===== config.mk =====
export PLATFORM = sky130hd
export DESIGN_NAME = base64_stream_encoder
export DESIGN_NICKNAME = d
export VERILOG_FILES = /design/src/rtl/b64e_pkg.sv /design/src/rtl/b64e_front.sv /design/src/rtl/b64e_fifo.sv /design/src/rtl/b64e_back.sv /design/src/rtl/base64_stream_encoder.sv
export VERILOG_INCLUDE_DIRS = /design/src /design/src/rtl
export SDC_FILE = /design/constraint.sdc
export NUM_CORES = 1
export LEC_CHECK = 0
export BUFFER_PORTS_ARGS = -buffer_cell sky130_fd_sc_hd__clkbuf_2
export CAP_MARGIN = 20
export CORE_MARGIN = 2
export CORE_UTILIZATION = 55
export DETAILED_ROUTE_END_ITERATION = 16
export PLACE_DENSITY_LB_ADDON = 0.25
export SLEW_MARGIN = 10
export SYNTH_ARGS = -nofsm -noshare
export SYNTH_HDL_FRONTEND = slang
export SYNTH_SLANG_ARGS = --single-unit

===== constraint.sdc =====
create_clock -name i_clk -period 2.9 [get_ports i_clk]
set_input_delay 0.58 -clock i_clk [delete_from_list [all_inputs] [get_ports i_clk]]
set_output_delay 0.58 -clock i_clk [all_outputs]
set_load 0.02 [all_outputs]

===== src/rtl/base64_stream_encoder_macros.svh =====
// Assertion macros shared by the encoder RTL.
`ifndef BASE64_STREAM_ENCODER_MACROS_SVH
`define BASE64_STREAM_ENCODER_MACROS_SVH

`ifndef SYNTHESIS

`define B64E_ASSERT_SAME(lbl, clk, rstn, ante, cons) \
    lbl: assert property (@(posedge clk) disable iff (!(rstn)) (ante) |-> (cons)) \
        else $error("assertion failed");

`define B64E_ASSERT_NEXT(lbl, clk, rstn, ante, cons) \
    lbl: assert property (@(posedge clk) disable iff (!(rstn)) (ante) |=> (cons)) \
        else $error("assertion failed");

`else

`define B64E_ASSERT_SAME(lbl, clk, rstn, ante, cons)

`define B64E_ASSERT_NEXT(lbl, clk, rstn, ante, cons)

`endif

`endif


===== src/rtl/b64e_pkg.sv =====
package b64e_pkg;

    localparam logic [7:0] C_PAD_CHAR = 8'h3D;
    localparam logic [5:0] C_SLICE_MASK = 6'h3F;

    typedef enum logic [1:0] {
        PH_EMPTY,
        PH_ONE,
        PH_TWO
    } t_phase;

    typedef struct packed {
        logic [23:0] word;
        logic [1:0]  nbytes;
        logic        fin;
    } t_group;

    typedef struct packed {
        logic   valid;
        t_group grp;
    } t_push;

    function automatic logic [7:0] char_of(input logic [5:0] idx);
        logic [7:0] v;
        v = {2'b00, idx & C_SLICE_MASK};
        if (v < 8'd26) begin
            char_of = 8'h41 + v;
        end else if (v < 8'd52) begin
            char_of = 8'h61 + (v - 8'd26);
        end else if (v < 8'd62) begin
            char_of = 8'h30 + (v - 8'd52);
        end else if (v == 8'd62) begin
            char_of = 8'h2B;
        end else begin
            char_of = 8'h2F;
        end
    endfunction

endpackage


===== src/rtl/b64e_front.sv =====
`include "base64_stream_encoder_macros.svh"

module b64e_front (
    input  logic             i_clk,
    input  logic             i_rst_n,
    input  logic             i_in_valid,
    input  logic             i_q_ready,
    input  logic [7:0]       i_data_byte,
    input  logic             i_final_byte,
    output b64e_pkg::t_push  o_push
);

    b64e_pkg::t_phase r_phase, n_phase;
    logic [15:0]      r_pend, n_pend;
    logic             w_accept;

    assign w_accept = i_in_valid && i_q_ready;

    always_comb begin
        n_phase = r_phase;
        n_pend  = r_pend;
        if (w_accept) begin
            case (r_phase)
                b64e_pkg::PH_ONE: begin
                    if (i_final_byte) begin
                        n_phase = b64e_pkg::PH_EMPTY;
                        n_pend  = 16'h0000;
                    end else begin
                        n_phase = b64e_pkg::PH_TWO;
                        n_pend  = {r_pend[7:0], i_data_byte};
                    end
                end
                b64e_pkg::PH_TWO: begin
                    n_phase = b64e_pkg::PH_EMPTY;
                    n_pend  = 16'h0000;
                end
                default: begin
                    if (i_final_byte) begin
                        n_phase = b64e_pkg::PH_EMPTY;
                        n_pend  = 16'h0000;
                    end else begin
                        n_phase = b64e_pkg::PH_ONE;
                        n_pend  = {8'h00, i_data_byte};
                    end
                end
            endcase
        end
    end

    always_comb begin
        o_push = '0;
        case (r_phase)
            b64e_pkg::PH_ONE: begin
                o_push.valid      = w_accept && i_final_byte;
                o_push.grp.word   = {r_pend[7:0], i_data_byte, 8'h00};
                o_push.grp.nbytes = 2'd2;
                o_push.grp.fin    = 1'b1;
            end
            b64e_pkg::PH_TWO: begin
                o_push.valid      = w_accept;
                o_push.grp.word   = {r_pend, i_data_byte};
                o_push.grp.nbytes = 2'd3;
                o_push.grp.fin    = i_final_byte;
            end
            default: begin
                o_push.valid      = w_accept && i_final_byte;
                o_push.grp.word   = {i_data_byte, 16'h0000};
                o_push.grp.nbytes = 2'd1;
                o_push.grp.fin    = 1'b1;
            end
        endcase
    end

    always_ff @(posedge i_clk) begin
        if (!i_rst_n) begin
            r_phase <= b64e_pkg::PH_EMPTY;
            r_pend  <= 16'h0000;
        end else begin
            r_phase <= n_phase;
            r_pend  <= n_pend;
        end
    end

    `B64E_ASSERT_NEXT(a_push_empties, i_clk, i_rst_n, o_push.valid, r_phase == b64e_pkg::PH_EMPTY)

endmodule


===== src/rtl/b64e_fifo.sv =====
`include "base64_stream_encoder_macros.svh"

module b64e_fifo #(
    parameter int P_DEPTH = 2
) (
    input  logic              i_clk,
    input  logic              i_rst_n,
    input  b64e_pkg::t_push   i_push,
    output logic              o_ready,
    input  logic              i_pop,
    output logic              o_valid,
    output b64e_pkg::t_group  o_grp
);

    localparam int AW = (P_DEPTH > 1) ? $clog2(P_DEPTH) : 1;
    localparam int CW = $clog2(P_DEPTH + 1);

    b64e_pkg::t_group r_mem [P_DEPTH];
    logic [AW-1:0]    r_wr, n_wr, r_rd, n_rd;
    logic [CW-1:0]    r_count, n_count;
    logic             w_push, w_pop;

    assign o_ready = (r_count != CW'(P_DEPTH));
    assign o_valid = (r_count != '0);
    assign o_grp   = r_mem[r_rd];
    assign w_push  = i_push.valid && o_ready;
    assign w_pop   = i_pop && o_valid;

    always_comb begin
        n_wr    = r_wr;
        n_rd    = r_rd;
        n_count = r_count;
        if (w_push) begin
            n_wr = (r_wr == AW'(P_DEPTH - 1)) ? '0 : r_wr + 1'b1;
        end
        if (w_pop) begin
            n_rd = (r_rd == AW'(P_DEPTH - 1)) ? '0 : r_rd + 1'b1;
        end
        if (w_push && !w_pop) begin
            n_count = r_count + 1'b1;
        end else if (w_pop && !w_push) begin
            n_count = r_count - 1'b1;
        end
    end

    always_ff @(posedge i_clk) begin
        if (!i_rst_n) begin
            r_wr    <= '0;
            r_rd    <= '0;
            r_count <= '0;
        end else begin
            r_wr    <= n_wr;
            r_rd    <= n_rd;
            r_count <= n_count;
        end
    end

    always_ff @(posedge i_clk) begin
        if (w_push) begin
            r_mem[r_wr] <= i_push.grp;
        end
    end

    `B64E_ASSERT_SAME(a_no_overflow, i_clk, i_rst_n, !o_ready, !i_push.valid)

endmodule


===== src/rtl/b64e_back.sv =====
`include "base64_stream_encoder_macros.svh"

module b64e_back (
    input  logic              i_clk,
    input  logic              i_rst_n,
    input  logic              i_q_valid,
    input  b64e_pkg::t_group  i_q_grp,
    output logic              o_q_pop,
    output logic              o_out_valid,
    input  logic              i_out_ready,
    output logic [7:0]        o_out_char,
    output logic              o_run_end,
    output logic              o_stream_end
);

    b64e_pkg::t_group r_grp;
    logic             r_grp_valid, n_grp_valid;
    logic [1:0]       r_idx, n_idx;
    logic             r_out_valid, n_out_valid;
    logic [7:0]       r_char, n_char;
    logic             r_run_end, n_run_end;
    logic             r_stream_end, n_stream_end;
    logic             w_load, w_last, w_free;
    logic [7:0]       w_char;

    assign w_load  = r_grp_valid && (!r_out_valid || i_out_ready);
    assign w_last  = (r_idx == 2'd3);
    assign w_free  = !r_grp_valid || (w_load && w_last);
    assign o_q_pop = i_q_valid && w_free;

    always_comb begin
        case (r_idx)
            2'd0: w_char = b64e_pkg::char_of(r_grp.word[23:18]);
            2'd1: w_char = b64e_pkg::char_of(r_grp.word[17:12]);
            2'd2: w_char = (r_grp.nbytes >= 2'd2) ? b64e_pkg::char_of(r_grp.word[11:6])
                                                  : b64e_pkg::C_PAD_CHAR;
            default: w_char = (r_grp.nbytes == 2'd3) ? b64e_pkg::char_of(r_grp.word[5:0])
                                                     : b64e_pkg::C_PAD_CHAR;
        endcase
    end

    always_comb begin
        n_grp_valid = r_grp_valid;
        n_idx       = r_idx;
        if (w_load) begin
            n_idx = r_idx + 2'd1;
        end
        if (w_free) begin
            n_grp_valid = i_q_valid;
            n_idx       = 2'd0;
        end
    end

    always_comb begin
        n_out_valid  = r_out_valid;
        n_char       = r_char;
        n_run_end    = r_run_end;
        n_stream_end = r_stream_end;
        if (w_load) begin
            n_out_valid  = 1'b1;
            n_char       = w_char;
            n_run_end    = w_last;
            n_stream_end = w_last && r_grp.fin;
        end else if (i_out_ready) begin
            n_out_valid = 1'b0;
        end
    end

    always_ff @(posedge i_clk) begin
        if (!i_rst_n) begin
            r_grp_valid <= 1'b0;
            r_idx       <= 2'd0;
            r_out_valid <= 1'b0;
        end else begin
            r_grp_valid <= n_grp_valid;
            r_idx       <= n_idx;
            r_out_valid <= n_out_valid;
        end
    end

    always_ff @(posedge i_clk) begin
        if (o_q_pop) begin
            r_grp <= i_q_grp;
        end
        r_char       <= n_char;
        r_run_end    <= n_run_end;
        r_stream_end <= n_stream_end;
    end

    assign o_out_valid  = r_out_valid;
    assign o_out_char   = r_char;
    assign o_run_end    = r_run_end;
    assign o_stream_end = r_stream_end;

    `B64E_ASSERT_SAME(a_idle_idx_zero, i_clk, i_rst_n, !r_grp_valid, r_idx == 2'd0)
    `B64E_ASSERT_SAME(a_end_in_run, i_clk, i_rst_n, r_out_valid && r_stream_end, r_run_end)

endmodule


===== src/rtl/base64_stream_encoder.sv =====
// Base64 (standard alphabet) stream encoder.
// Input channel: i_in_valid / o_in_ready with i_data_byte and i_final_byte,
// one byte per transaction; i_final_byte marks the last byte of a stream.
// Output channel: o_out_valid / i_out_ready with o_out_char (ASCII),
// o_run_end on the last character of each four-character group, and
// o_stream_end on the last character of the encoded stream.
// Every third byte, or a final byte, produces four characters; short final
// groups are zero padded and closed with '=' characters.
// A group closed by a byte is written into the queue, then loaded into the
// back end's group register; its characters leave through the output register.
// Throughput: the output side sends one character per cycle while the
// receiver is ready; the input takes a byte every cycle
// while the group queue (P_QUEUE_DEPTH entries) has room.
// Reset clears the pending bytes, empties the queue and drops o_out_valid.
// When the receiver stalls, the output register holds, the queue fills and
// then o_in_ready stays low until the back end starts its next group,
// which frees a queue entry.
module base64_stream_encoder #(
    parameter int P_QUEUE_DEPTH = 2
) (
    input  logic       i_clk,
    input  logic       i_rst_n,
    input  logic       i_in_valid,
    output logic       o_in_ready,
    input  logic [7:0] i_data_byte,
    input  logic       i_final_byte,
    output logic       o_out_valid,
    input  logic       i_out_ready,
    output logic [7:0] o_out_char,
    output logic       o_run_end,
    output logic       o_stream_end
);

    b64e_pkg::t_push  w_push;
    b64e_pkg::t_group w_q_grp;
    logic             w_q_ready, w_q_valid, w_q_pop;

    assign o_in_ready = w_q_ready;

    b64e_front u_front (
        .i_clk        (i_clk),
        .i_rst_n      (i_rst_n),
        .i_in_valid   (i_in_valid),
        .i_q_ready    (w_q_ready),
        .i_data_byte  (i_data_byte),
        .i_final_byte (i_final_byte),
        .o_push       (w_push)
    );

    b64e_fifo #(
        .P_DEPTH (P_QUEUE_DEPTH)
    ) u_fifo (
        .i_clk   (i_clk),
        .i_rst_n (i_rst_n),
        .i_push  (w_push),
        .o_ready (w_q_ready),
        .i_pop   (w_q_pop),
        .o_valid (w_q_valid),
        .o_grp   (w_q_grp)
    );

    b64e_back u_back (
        .i_clk        (i_clk),
        .i_rst_n      (i_rst_n),
        .i_q_valid    (w_q_valid),
        .i_q_grp      (w_q_grp),
        .o_q_pop      (w_q_pop),
        .o_out_valid  (o_out_valid),
        .i_out_ready  (i_out_ready),
        .o_out_char   (o_out_char),
        .o_run_end    (o_run_end),
        .o_stream_end (o_stream_end)
    );

endmodule


# Yosys cells after proc, flatten, opt, wreduce, memory -nomap -nowiden

Memory sizes are Yosys's and may differ from the RTL's. A register that Yosys moved wholly into a read port is not among the register bits.
Index checks and enable logic that the tools add are counted.
W data, S select, Z words.

Bits in registers: 36
RAM bits: 54
Input port bits: 13
Output and inout port bits: 12
Logic and storage cells: 117
Memories: 1

Add/sub/neg operators: 25
Order comparisons: 13
Equal/unequal tests: 11
Muxes and demuxes: 34
Bitwise operators: 1
Reductions and logical operators: 21

Memories:

| name         | words | bits a word | read ports | clocked after memory_dff | write ports | line            | text |
|---|---|---|---|---|---|---|---|
| u_fifo.r_mem | 2     | 27          | 1          | 1                        | 1           | b64e_fifo.sv:18 | `b64e_pkg::t_group r_mem [P_DEPTH];` |

Operator list:

| operator              | count |
|---|---|
| $mux W8               | 15 |
| $pmux W28 S2          | 1 |
| $lt A6 B6 Y1 const B  | 8 |
| $add A6 B8 Y8 const A | 4 |
| $add A7 B6 Y8 const A | 4 |
| $add A7 B8 Y8 const A | 4 |
| $pmux W16 S2          | 1 |
| $sub A6 B5 Y7 const B | 4 |
| $sub A6 B6 Y7 const B | 4 |
| $eq A6 B6 Y1 const B  | 4 |
| $lt A6 B5 Y1 const B  | 4 |
| $pmux W8 S3           | 1 |
| $mux W16              | 1 |
| $mux W3               | 4 |
| $logic_and A1 B1 Y1   | 10 |
| $eq A2 B2 Y1 const B  | 4 |
| $mux W1               | 7 |
| $mux W2               | 3 |
| $reduce_bool A2 Y1    | 3 |
| $add A2 B1 Y2 const B | 2 |
| $eq A2 B1 Y1 const B  | 2 |
| $logic_not A1 Y1      | 4 |
| $pmux W2 S2           | 1 |
| $add A1 B1 Y1 const B | 2 |
| 7 further kinds       | 8 |

# Logic depth before layout (Yosys ltp)

Gate-level depths: netlist of the first run.

Depth after elaboration: 10
Gate-level depth with buffers: 11
Gate-level depth less buffers: 10

# Cells and area by module

Synthesis of the first run repeated with hierarchy kept, for this count alone.

Cells, all modules: 598
Area total of the unflattened synthesis: 6771.5 um2

By module, submodules not included:

| module     | instances | cells each | area each (um2) | sequential area each (um2) |
|---|---|---|---|---|
| b64e_back  | 1         | 376        | 3575.9          | 1191.1 |
| b64e_fifo  | 1         | 108        | 2188.3          | 1721.7 |
| b64e_front | 1         | 114        | 1007.2          | 360.3 |

# Worst setup path before layout of the first run

OpenSTA, ideal clock, no wires.

Path kind: input port to flip-flop
Start: input i_out_ready
End: register u_fifo.r_count[1]
Library setup time: 0.076 ns
Arrival: 2.989 ns
Required time: 2.824 ns
Setup slack: -0.165 ns
Stages: 7
Path buffers: 0
Cells stage by stage: nand2b_1 a21oi_1 nor2_1 inv_1 ha_1 or3_1 a21boi_0

Longest elaborated chain between the ends: 9
Elaborated cells on any way between the ends: 11
Classes of those cells: mux (1); reduce/logical (10)

RTL lines:

| what                                                 | line                        | text |
|---|---|---|
| start: declaration                                   | base64_stream_encoder.sv:28 | `input logic i_out_ready,` |
| $logic_or A1 B1 Y1 (*)                               | b64e_back.sv:26             | `assign w_load = r_grp_valid && (!r_out_valid \|\| i_out_ready);` |
| $logic_and A1 B1 Y1 (*)                              | b64e_back.sv:26             |  |
| $logic_and A1 B1 Y1 (*)                              | b64e_back.sv:28             | `assign w_free = !r_grp_valid \|\| (w_load && w_last);` |
| $logic_or A1 B1 Y1 (*)                               | b64e_back.sv:28             |  |
| $logic_and A1 B1 Y1 (*)                              | b64e_back.sv:29             | `assign o_q_pop = i_q_valid && w_free;` |
| named net u_back.o_q_pop                             | b64e_back.sv:8              | `output logic o_q_pop,` |
| $logic_and A1 B1 Y1 (*)                              | b64e_fifo.sv:27             | `assign w_pop = i_pop && o_valid;` |
| $logic_not A1 Y1                                     | b64e_fifo.sv:39             | `if (w_push && !w_pop) begin` |
| $logic_and A1 B1 Y1                                  | b64e_fifo.sv:39             |  |
| $mux W2 / $reduce_bool A2 Y1 (equally long branches) | -                           |  |
| end signal: assignment                               | b64e_fifo.sv:54             | `r_count <= n_count;` |
| end: declaration                                     | b64e_fifo.sv:20             | `logic [CW-1:0] r_count, n_count;` |

Mark *: on every way through the listed nets, which the timed path passes. The rest lies on a longest branch.
A chain may end at the register's enable or synchronous reset.

# Worst setup path after layout of the first run

Start: register u_back.r_grp[17] (netlist name)
End: register u_back.r_char[1], in the netlist u_back.o_out_char[1], data pin

Longest elaborated chain between the ends: 5
Elaborated cells on any way between the ends: 7
Classes of those cells: order compare (3); mux (4)

RTL lines:

| what                       | line            | text |
|---|---|---|
| $lt A6 B6 Y1               | b64e_pkg.sv:30  | `end else if (v < 8'd62) begin` |
| $mux W8                    | b64e_pkg.sv:30  |  |
| $mux W8                    | b64e_pkg.sv:28  | `end else if (v < 8'd52) begin` |
| $mux W8 (*)                | b64e_pkg.sv:26  | `if (v < 8'd26) begin` |
| $pmux W8 S3 (*)            | b64e_back.sv:32 | `case (r_idx)` |
| named net u_back.w_char[1] | b64e_back.sv:24 | `logic [7:0] w_char;` |
| end signal: assignment     | b64e_back.sv:85 | `r_char <= n_char;` |
| end: declaration           | b64e_back.sv:20 | `logic [7:0] r_char, n_char;` |

Marks and branches as above.

==> results.md, run 1 <==
Route:
- Detailed routing inserted a total of 4562 vias.
- The first detailed-routing pass took 5 iterations.
- The total DRC errors in the routed layout is 0.
- The routed via count divided by cell count is 5.78.
- Summed over all layers, the routed wires come to 13.4 mm.
- The detailed router finished its first iteration with between 300 and 400 violations.
- The wire length per cell is between 15 and 20 um.
- Once detail routing completed, the nets flagged for antenna violations numbered 0.

Status:
- The run finished with clean final reports.

Worst setup path:
- For the worst setup path, the data arrival time is 2.66 ns.
- The critical path's largest stage delay is around 0.52 ns.
- The type of the worst setup path is reg -> reg.
- The worst setup path is launched from a flop.
- The type of destination of the critical path is a flop.
- For the worst setup path, the data required time is around 3.0 ns.
- The worst-path cell with the longest stage delay is o21bai_1.
- In this run the worst path has a maximum fanout of 8.
- Measured in cells, the most critical reg-to-reg path has a length of 6.
- The critical path goes through inv_1, ha_1, o21bai_1, o221ai_1, a221oi_1, o22ai_1.

Timing:
- The number of max-slew violations in the final report is 0.
- In this run the tightest slew margin relative to its limit is 56.8%.
- For this run, the top clock speed supported by timing is between 300 and 400 MHz.
- Setup repair after global routing left no endpoint under its margin.
- The final worst setup slack is a little under 0.4 ns.
- The final-report setup violation count is 0.
- For the final routed database, the setup TNS stands at 0 ns.
- The worst path in the final design needs a cycle of approximately 2.5 ns, including I/O delays and setup.
- After layout, the worst path uses 86.7% of the clock period.
- The hold violation count in the final report is 0.
- At the pin with the least slew margin, the transition time is about 0.65 ns.
- The worst clock skew on the final layout is between 0.007 and 0.008 ns.
- Final hold analysis gives a worst-case slack of 0.499 ns.

Global routing:
- For this run, global-route usage on met2 was measured as 35.7%.
- For met1 alone, demand over resource in global routing was 28.5%.
- The first global-routing pass estimated 22.1 mm of wire.
- The via count of the first global-routing pass is 4384.
- The maximum number of pins on one net before global-route repair is 29.
- For this run the aggregate overflow at the end of global routing stands at 0.
- The initial antenna violation count is 0.
- For this run, global-route usage on met3 was measured as 5.98%.
- For this run, the total global-route usage over all layers was measured as 21.8%.
- The global routing stage identified its most utilized layer as met2.

Clocking:
- The CTS sink count is 117.
- TritonCTS built the clock tree.
- The H-tree was split into 4 levels.
- The number of hold buffers added after CTS is 0.
- The longest clock path from root to sink contains 2 buffers.
- After clock tree synthesis, the setup repair step added 0 buffers.
- CTS placed an instance of clkbuf_16 at the clock tree root.
- The later-pin clock latency in the skew report is approximately 0.41 ns.
- The post-cts gate resize count is 0.
- The clock buffer count from CTS is 17.
- Clock-pin slew was measured on the worst setup and hold paths at 0.05 ns.

Hold path:
- The worst hold path belongs to the class reg -> reg.
- The worst hold path was traced through 2 stages.

Yosys:
- The cell count after synthesis is approximately 610.
- When the netlist entered floorplanning its net count stood at 670.
- In the post-synthesis netlist, the biggest area contributors are edfxtp_1 (41%), ha_1 (9.2%), dfxtp_1 (7.8%), mux2_2 (4.5%), xnor2_1 (3.8%).
- The post-synthesis instance area is 6700 um^2.
- The synthesized area per cell is 11.0 um^2.
- Counting flops with a built-in enable in the synthesized netlist gives about 90.
- The post-synthesis cell type count is 61.
- The main flop type after synthesis is edfxtp_1.
- After synthesis the netlist holds a flip-flop and latch count of 117.
- The share of synthesized flip-flops with an asynchronous set or reset is 0%.
- The largest total area in the synthesized netlist belongs to edfxtp_1.
- The fraction of the yosys area taken by sequential cells is 48.6%.
- After synthesis, the largest area contributor takes up 40.8% of total cell area.
- Yosys printed 0 warnings.

Final layout:
- The layout overhead on the synthesized area is 12.9%.
- The antenna cell count is 0.
- The post-route non-filler standard cell count is 789.
- The share of post-route cells with drive strength above 1 is 15.9%.
- The top cell types in the final layout, fill and taps aside, are edfxtp_1 (91), nand2_1 (52), ha_1 (49).
- Counting the fill cells in the layout gives 931.
- For this run, the post-layout net count is 691.
- The most common cell after layout, fill and taps aside is edfxtp_1.
- Once layout is done, the placed cells without fillers occupy 7560 um^2.

Place:
- The placed instances occupy a cell area of 6930 um^2.
- In this run, placement finished with an instance count of 757.
- In this run the tool buffered the top-level ports with 24 buffer cells.
- The congestion estimate from routability-driven global placement came to 0.897.
- Detailed placement ended at an HPWL of 9.54 mm.
- The worst setup timing slack at the placement stage is ~0.46 ns.

Floorplan:
- The starting utilization of the core area is 56.0%.
- In this run the vertical extent of the chip is 114 um.
- The total number of placement rows is 40.
- The total die area is 13100 um^2.
- The width of the die is 114 um.
- The number of I/O pins is 25.
- The core area is 12000 um^2.

Power:
- In this run switching power makes up 35.1% of total power.
- The clock network accounts for 29.6% of the total power.
- The power per standard cell area is 979 nW/um^2.
- Of the total power, combinational logic draws 35.5%.
- Per report_power, the sequential group accounts for 34.9% of the total.
- Summed over all nets, the switching power comes to 2.60 mW.
- The maximum VDD drop is 0.396 mV.
- Cell internal power was estimated by the tool at 4.80 mW.
- In this run the static leakage power is 2.81 nW.

Flow run:
- Max-cap violations in this run came to 0.
[metal layers]
metal  wire length [um]  share of wire [%]  vias up
li1                   -                  -     2252
met1               6130                 46     2160
met2               6490                 48      131
met3                561                4.2       19
met4                212                1.6        0
met5                  0                  0        -
[critical path, delay by kind of cell (launching register included)]
kind,cells,cell delay (ns)
AO/OA/AOI/OAI,4,1.34
flip-flops,1,0.50
adder cells (fa/ha/maj),1,0.26
buffers and inverters,1,0.15
[area by class of cell]
| cell class | instances | area [um^2] | share of cell area, % |
|---|---|---|---|
| Timing Repair Buffer | 33 | 200 | 2.65 |
| Inverter | 27 | 101 | 1.34 |
| Multi-Input combinational cell | 433 | 3200 | 42.3 |
| Tap cell | 147 | 184 | 2.43 |
| Sequential cell | 117 | 3250 | 43.1 |
| Clock inverter | 13 | 179 | 2.37 |
| Clock buffer | 19 | 443 | 5.86 |
[power by group through the flow]
stage          sequential [mW]  clock (mW)  combinational [mW]
5_1_grt                   2.63        2.29                2.92
6_report                  2.58        2.19                2.63
4_1_cts                   2.57        2.21                2.62
3_5_place_dp              2.60           0                2.60
2_1_floorplan             2.50           0                2.10
3_3_place_gp              2.59           0                2.58
[sequential cells by signal, indices dropped and copies added, names as in the netlist]
| register | flops |
|---|---|
| u_front.r_phase | 2 |
| u_fifo.r_wr | 1 |
| u_back.o_out_char | 8 |
| u_back.r_grp | 27 |
| u_back.o_out_valid | 1 |
| u_back.r_idx | 2 |
| u_back.o_stream_end | 1 |
| u_back.o_run_end | 1 |
| u_fifo.r_mem | 54 |
| u_fifo.r_rd | 1 |
| u_fifo.r_count | 2 |
| u_front.r_pend | 16 |
| u_back.r_grp_valid | 1 |
[cells in the mapped netlist (all sizes together) (4+ instances only)]
master  instances
mux2i           4
nor2           30
a21oi          30
nor3b           5
and2           12
nand2b          4
edfxtp         91
inv            27
clkbuf         15
a22oi          33
o22ai           4
ha             49
xor2           22
nand3          14
a31oi           4
xnor2          30
nor2b          20
nand2          52
o21ai          32
o211ai         11
buf            16
a211oi          5
dfxtp          26
mux2           27
nor3            5
[logic make-up (layout without fill, tap and decap cells)]
group | Yosys count | count (layout) | synth area share (%)
adders and majority gates | 50 | 50 | 9.31
buffers and inverters | 58 | 92 | 3.76
muxes | 31 | 31 | 5.14
DFF | 117 | 117 | 48.6
xor gates and xnor gates | 52 | 52 | 7.03
and+or+nand+nor | 157 | 157 | 12.0
AOI/OAI and AO/OA | 143 | 143 | 14.2
[final timing paths]
| path | start | end | slack (ns) |
|---|---|---|---|
| max | u_back.r_grp[17] | u_back.o_out_char[1] | 0.39 |
| min | u_back.r_grp_valid | u_back.o_out_valid | 0.50 |
| max reg2reg | u_back.r_grp[17] | u_back.o_out_char[1] | 0.39 |
| min reg2reg | u_back.r_grp_valid | u_back.o_out_valid | 0.50 |
[through the flow]
step | total power, mW | util (%)
finish | 7.39 | 63.2
global route | 7.84 | 63.2
CTS | 7.40 | 63.2
detailed placement | 5.21 | 58.0
global placement | 5.17 | 58.0
floorplan | 4.59 | -
Note: power is estimated with default switching activity, not from simulation.
==> inputs of run 2 (changes only) <==
--- a/config.mk
+++ b/config.mk
@@ -8,6 +8,7 @@
 export LEC_CHECK = 0
 export BUFFER_PORTS_ARGS = -buffer_cell sky130_fd_sc_hd__clkbuf_2
 export CAP_MARGIN = 20
+export CORE_ASPECT_RATIO = 1.1
 export CORE_MARGIN = 2
 export CORE_UTILIZATION = 55
 export DETAILED_ROUTE_END_ITERATION = 16
==> results.md, run 2 (synthesis gave the netlist of run 1 again) <==
Status:
- Result of the run: completed (unchanged).

Floorplan:
- The total die area is 13100 um^2 (about the same).
- The width of the die came to 109 um (was 114 um).
- The core area was 12000 um^2 (about the same).
- The vertical die dimension came to 120 um (was 114 um).
- The starting utilization of the core area is 55.9% (was 56.0%).
- The number of I/O pins is 25 (unchanged).
- The total number of placement rows is 42 (was 40).

Hold path:
- The kind of path behind the tightest hold check was reg -> reg (unchanged).
- The endpoint with the worst hold slack is u_back.o_out_valid (unchanged).
- The cell count of the worst hold path is 2 (unchanged).
- The start point of the worst min-delay path is u_back.r_grp_valid (unchanged).

Timing:
- The final-report setup violation count is 0 (unchanged).
- The actual transition at the worst max-transition pin was 0.542 ns (was 0.647 ns).
- The final worst setup slack is 0.494 ns (was 0.385 ns).
- The final critical path time including I/O delays and setup is 2.41 ns (was 2.51 ns).
- The hold violation count in the final report is 0 (unchanged).
- The post-route setup TNS is 0 ns (unchanged).
- The upper clock frequency limit is 416 MHz (was 398 MHz).
- The ratio of final minimum period to clock period is 83.0% (was 86.7%).
- The worst clock skew on the final layout was 0.00898 ns (was 0.00737 ns).
- The worst hold slack after final layout is 0.496 ns (was 0.499 ns).
- Unrepaired setup endpoints after global routing: no (unchanged).
- The worst max-slew margin expressed relative to the limit is 63.8% (was 56.8%).
- The number of max-slew violations in the final report is 0 (unchanged).

Route:
- The number of iterations in the first detailed-routing pass is 5 (unchanged).
- The wire length after detailed routing is 13.0 mm (was 13.4 mm).
- The residual antenna-violating net count after detailed routing is 0 (unchanged).
- The total DRC errors in the routed layout is 0 (unchanged).
- The wire length per cell is 16.4 um (was 17.0 um).
- The number of vias in the routed layout is 4466 (was 4562).
- The number of violations reported at the end of detailed-routing iteration 0 is 287 (was 344).
- The routed via count divided by cell count is 5.60 (was 5.78).

Clocking:
- The number of hold buffers added after CTS is 0 (unchanged).
- The largest buffer count on any clock path is 2 (unchanged).
- The post-cts gate resize count is 0 (unchanged).
- The number of H-tree branching levels was 4 (unchanged).
- The later-pin clock latency in the skew report was 0.41 ns (about the same).
- The clock root buffer is clkbuf_16 (unchanged).
- The CTS clock-pin slew for the worst setup and hold paths came to 0.06 ns (was 0.05 ns).
- The total setup buffers inserted after CTS is 0 (unchanged).
- The CTS tree is built (unchanged).
- The CTS sink count was 117 (unchanged).
- The clock buffer count from CTS is 17 (unchanged).

Global routing:
- The aggregate global routing overflow is 0 (unchanged).
- The global routing's busiest layer was met2 (unchanged).
- The global-route met2 utilization came to 36.8% (was 35.7%).
- The global-route usage over all layers was 21.9% (was 21.8%).
- The met3 demand-to-capacity share in global routing is 5.27% (was 5.98%).
- The first-pass GRT wire length is 22.1 mm (about the same).
- The via count of the first global-routing pass is 4432 (was 4384).
- The met1 demand-to-capacity share in global routing is 28.0% (was 28.5%).
- The maximum number of pins on one net before global-route repair is 29 (unchanged).
- The initial antenna violation count is 0 (unchanged).

Worst setup path:
- The sort of element at the start of the critical path is a flop (unchanged).
- The worst reg2reg path endpoint is u_back.o_out_char[1] (unchanged).
- The data required time at the worst endpoint is 3.04 ns (about the same).
- The type of destination of the critical path was a flop (unchanged).
- The maximum fanout along the worst path is 9 (was 8).
- The data arrival time of the critical path is 2.55 ns (was 2.66 ns).
- The minimum setup slack among reg-to-reg paths is 0.49 ns (was 0.39 ns).
- The type of the worst setup path is reg -> reg (unchanged).
- The worst reg2reg path startpoint is u_back.r_grp[10] (was u_back.r_grp[17]).
- The path depth of the worst reg2reg path came to 8 (was 6).

Final layout:
- The most flop-heavy register is u_fifo.r_mem (unchanged).
- The flip-flop count of the largest register after layout came to 54 (unchanged).
- The share of post-route cells with drive strength above 1 is 16.3% (was 15.9%).
- The final non-filler cell area is 7520 um^2 (was 7560 um^2).
- The most common cell after layout, fill and taps aside is edfxtp_1 (unchanged).
- Regs by FF count: u_fifo.r_mem x54, u_back.r_grp x27, u_front.r_pend x16 (unchanged).
- The layout overhead on the synthesized area was 12.3% (was 12.9%).
- The antenna cell count was 0 (unchanged).
- The core utilization of the finished layout is 62.8% (was 63.2%).
- Commonest cells after routing, fill and taps aside: edfxtp_1 (91), nand2_1 (52), ha_1 (49) (unchanged).
- The number of nets in the layout was 692 (was 691).

Place:
- The count of port buffers added during placement is 24 (unchanged).
- The worst setup timing slack at the placement stage is 0.513 ns (was 0.460 ns).
- The estimated wirelength of the detail-placed design is 9.55 mm (was 9.54 mm).
- The weighted congestion at the end of routability-driven global placement is 0.908 (was 0.897).
- The placement-stage cell area is 6940 um^2 (was 6930 um^2).

Power:
- The static power due to leakage is 2.79 nW (was 2.81 nW).
- The power per standard cell area was 958 nW/um^2 (was 979 nW/um^2).
- The maximum VDD drop came to 0.472 mV (was 0.396 mV).

Flow run:
- The max capacitance violation total is 0 (unchanged).
[run 2: worst max-delay path by stage]
stage	to	depth (start not counted)	slack (ns)	start
after floorplan	u_fifo.r_count[1]	7	0.31	i_out_ready
after global placement	u_back.o_out_char[6]	8	0.55	u_back.r_grp[10]
after detailed placement	u_back.o_out_char[6]	8	0.51	u_back.r_grp[11]
after CTS	u_back.o_out_char[6]	8	0.51	u_back.r_grp[10]
after global routing	u_back.o_out_char[1]	8	0.33	u_back.r_grp[10]
final	u_back.o_out_char[1]	8	0.49	u_back.r_grp[10]
[run 2: where the power goes]
group | leakage, nW | total [mW] | internal [mW] | switching (mW)
logic | 1.47 | 2.62 | 1.11 | 1.51
registers | 1.05 | 2.56 | 2.22 | 0.331
clock network | 0.276 | 2.03 | 1.27 | 0.760
[run 2: metrics by stage]
stage | total power, mW | std cells
global placement | 5.18 | 765
floorplan | 4.59 | 608
detailed placement | 5.21 | 765
CTS | 7.25 | 797
finish | 7.21 | 797
global route | 7.69 | 797
[run 2: final cells by class]
class                   count  area (um^2)
inverters                  27          101
clock buffers              17          425
repair buffers             34          195
clock inverters            15          158
flip-flops and latches    117         3250
multi-input cells         433         3200
well taps                 154          193
fillers                   971         4460
[run 2: layer usage]
metal / routed length, um / vias up
met3: 450 / 13
met2: 6560 / 101
met1: 5820 / 2096
met5: 0 / -
met4: 208 / 0
li1: - / 2256
[run 2: critical path, stage by stage (launching register included)]
cell	delay (ns)
edfxtp_1	0.51
inv_1	0.14
ha_1	0.26
and3b_4	0.34
or2_1	0.23
a2bb2oi_1	0.18
a21oi_1	0.11
a221oi_1	0.25
o22ai_1	0.11
==> inputs of run 3 (changes only) <==
==> constraint.sdc (replaced) <==
create_clock -name i_clk -period 2.1 [get_ports i_clk]
set_input_delay 0.42 -clock i_clk [delete_from_list [all_inputs] [get_ports i_clk]]
set_output_delay 0.42 -clock i_clk [all_outputs]
set_load 0.02 [all_outputs]
==> results.md, run 3 (synthesis gave the netlist of run 1 again) <==
Route:
- The wire length after detailed routing came to 14.9 mm (was 13.0 mm).
- The total DRC errors in the routed layout is 0 (unchanged).
- The routed via count divided by cell count was 5.62 (was 5.60).
- The residual antenna-violating net count after detailed routing is 0 (unchanged).
- The wire length per cell came to 17.1 um (was 16.4 um).
- The number of violations reported at the end of detailed-routing iteration 0 was 232 (was 287).
- The number of vias in the routed layout is 4905 (was 4466).
- The number of iterations in the first detailed-routing pass is 5 (unchanged).

Clocking:
- The CTS clock-pin slew for the worst setup and hold paths is 0.05 ns (was 0.06 ns).
- The clock root buffer is clkbuf_16 (unchanged).
- The number of H-tree branching levels is 4 (unchanged).
- The later-pin clock latency in the skew report is 0.41 ns (about the same).
- The CTS tree is built (unchanged).
- The number of hold buffers added after CTS is 0 (unchanged).
- The clock buffer count from CTS is 17 (unchanged).
- The CTS sink count is 117 (unchanged).
- The largest buffer count on any clock path was 2 (unchanged).

Flow run:
- The max capacitance violation total was 0 (unchanged).

Timing:
- The worst hold slack after final layout was 0.336 ns (was 0.496 ns).
- The hold violation count in the final report was 0 (unchanged).
- The worst max-slew margin expressed relative to the limit came to 63.2% (was 63.8%).
- The number of max-slew violations in the final report is 0 (unchanged).
- Unrepaired setup endpoints after global routing: yes (was no).
- The final worst setup slack is -0.0544 ns (was 0.494 ns).
- The post-route setup TNS is -0.0720 ns (was 0 ns).
- The actual transition at the worst max-transition pin is 0.550 ns (was 0.542 ns).
- The upper clock frequency limit was 464 MHz (was 416 MHz).
- The ratio of final minimum period to clock period came to 103% (was 83.0%).
- The final-report setup violation count was 3 (was 0).
- The worst clock skew on the final layout was 0.0104 ns (was 0.00898 ns).
- The final critical path time including I/O delays and setup is 2.15 ns (was 2.41 ns).

Final layout:
- The share of post-route cells with drive strength above 1 is 33.0% (was 16.3%).
- The final non-filler cell area was 8430 um^2 (was 7520 um^2).
- The most common cell after layout, fill and taps aside was edfxtp_1 (unchanged).
- The number of nets in the layout came to 768 (was 692).
- Commonest cells after routing, fill and taps aside: edfxtp_1 (91), buf_4 (78), nand2_1 (51) (was edfxtp_1 (91), nand2_1 (52), ha_1 (49)).
- The antenna cell count is 0 (unchanged).
- The number of inserted filler cells in the final layout is 869 (was 971).
- The most flop-heavy register is u_fifo.r_mem (unchanged).
- Regs by FF count: u_fifo.r_mem x54, u_back.r_grp x27, u_front.r_pend x16 (unchanged).
- The layout overhead on the synthesized area is 25.9% (was 12.3%).
- The flip-flop count of the largest register after layout came to 54 (unchanged).
- The post-route non-filler standard cell count came to 873 (was 797).

Floorplan:
- The core area is 12000 um^2 (unchanged).
- The total number of placement rows is 42 (unchanged).
- The vertical die dimension came to 120 um (unchanged).
- The number of I/O pins was 25 (unchanged).
- The total die area is 13100 um^2 (unchanged).
- The width of the die came to 109 um (unchanged).
- The starting utilization of the core area is 55.9% (unchanged).

Global routing:
- The global-route usage over all layers is 23.3% (was 21.9%).
- The via count of the first global-routing pass was 4815 (was 4432).
- The maximum number of pins on one net before global-route repair is 29 (unchanged).
- The met3 demand-to-capacity share in global routing is 5.21% (was 5.27%).
- The aggregate global routing overflow is 0 (unchanged).
- The initial antenna violation count is 0 (unchanged).
- The global-route met2 utilization is 39.2% (was 36.8%).
- The met1 demand-to-capacity share in global routing is 29.3% (was 28.0%).
- The first-pass GRT wire length was 23.4 mm (was 22.1 mm).
- The global routing's busiest layer is met2 (unchanged).

Power:
- The maximum VDD drop came to 0.638 mV (was 0.472 mV).
- The static power due to leakage came to 3.22 nW (was 2.79 nW).
- The power per standard cell area was 1340 nW/um^2 (was 958 nW/um^2).
- The overall power of the completed layout came to 11.3 mW (was 7.21 mW).

Worst setup path:
- The type of destination of the critical path is a flop (unchanged).
- The data arrival time of the critical path came to 2.30 ns (was 2.55 ns).
- The worst-path cell with the longest stage delay is edfxtp_1 (unchanged).
- The sort of element at the start of the critical path is a flop (unchanged).
- The critical path's largest stage delay was 0.47 ns (was 0.51 ns).
- The worst reg2reg path startpoint is u_back.r_grp[24] (was u_back.r_grp[10]).
- The type of the worst setup path was reg -> reg (unchanged).
- The minimum setup slack among reg-to-reg paths was -0.05 ns (was 0.49 ns).
- The path depth of the worst reg2reg path is 10 (was 8).
- Critical Path, Cell by Cell: buf_6, o21ai_4, xor2_1, ha_2, xnor2_1, nand3_1, nand2_1, a32oi_1, o311a_1, o221ai_2 (was inv_1, ha_1, and3b_4, or2_1, a2bb2oi_1, a21oi_1, a221oi_1, o22ai_1).
- The data required time at the worst endpoint was 2.24 ns (was 3.04 ns).
- The maximum fanout along the worst path was 5 (was 9).
- The worst reg2reg path endpoint is u_back.o_out_char[6] (was u_back.o_out_char[1]).

Place:
- The placement-stage cell area is 7440 um^2 (was 6940 um^2).
- The estimated wirelength of the detail-placed design is 10.4 mm (was 9.55 mm).
- The placed cell count is 826 (was 765).
- The count of port buffers added during placement was 24 (unchanged).
- The weighted congestion at the end of routability-driven global placement came to 0.895 (was 0.908).

Hold path:
- The endpoint with the worst hold slack is u_front.r_pend[0] (was u_back.o_out_valid).
- The start point of the worst min-delay path is i_data_byte[0] (was u_back.r_grp_valid).
- The cell count of the worst hold path is 3 (was 2).
- The kind of path behind the tightest hold check is in -> reg (was reg -> reg).

Status:
- The final reports fail on setup timing.
- Result of the run: complete, but fails checks (was completed).
## run 3: critical path, delay by kind of cell (launching register included)
kind            cells  cell delay (ns)
xor+xnor            2             0.25
fa+ha+maj           1             0.21
simple gates        2             0.14
flops               1             0.47
buf+inv             1             0.17
compound gates      4             0.64
## run 3: area by class of cell
| class | instances | area, um^2 | share of cell area, % |
|---|---|---|---|
| clock buffers | 24 | 493 | 5.85 |
| multi-input cells | 433 | 3500 | 41.5 |
| flip-flops and latches | 117 | 3250 | 38.6 |
| well taps | 154 | 193 | 2.29 |
| inverters | 27 | 104 | 1.23 |
| repair buffers | 110 | 813 | 9.65 |
| clock inverters | 8 | 73.8 | 0.876 |
## run 3: per-layer routing
layer  vias up  wire length (um)  part of all wire, %
met5         -                 0                    0
met2       113              7780                   52
met1      2363              6390                   43
li1       2408                 -                    -
met4         0               289                  1.9
met3        21               479                  3.2
## run 3: how the worst max path moves through the flow
stage | start | depth (start not counted) | slack (ns) | endpoint
2_1_floorplan | u_front.r_phase[0] | 7 | 0.002 | u_fifo.r_mem[0][0]
3_3_place_gp | u_back.r_grp[11] | 8 | -0.06 | u_back.o_out_char[7]
3_5_place_dp | u_back.r_grp[17] | 8 | -0.12 | u_back.o_out_char[5]
4_1_cts | u_back.r_grp[17] | 8 | -0.02 | u_back.o_out_char[5]
5_1_grt | u_back.r_grp[24] | 10 | -0.17 | u_back.o_out_char[6]
6_report | u_back.r_grp[24] | 10 | -0.05 | u_back.o_out_char[6]
## run 3: power breakdown
part,internal (mW),total (mW),switching [mW],leakage [nW]
combinational,2.42,5.16,2.74,1.88
clock,1.75,2.73,0.974,0.283
sequential,3.07,3.40,0.324,1.05
total,7.24,11.3,4.04,3.22
## run 3: what timing repair did
| item | CTS | global route |
|---|---|---|
| setup buffers | 5 | 10 |
| endpoints found under the setup margin | 7 | 31 |
| pin swaps | 1 | 27 |
| resized for setup | 14 | 65 |
## run 3: stage by stage
stage	utilization [%]	setup WS (ns)
2_1_floorplan	-	0.00224
3_3_place_gp	62.1	-0.0607
3_5_place_dp	62.1	-0.117
4_1_cts	67.6	-0.0218
5_1_grt	70.4	-0.166
6_report	70.4	-0.0544
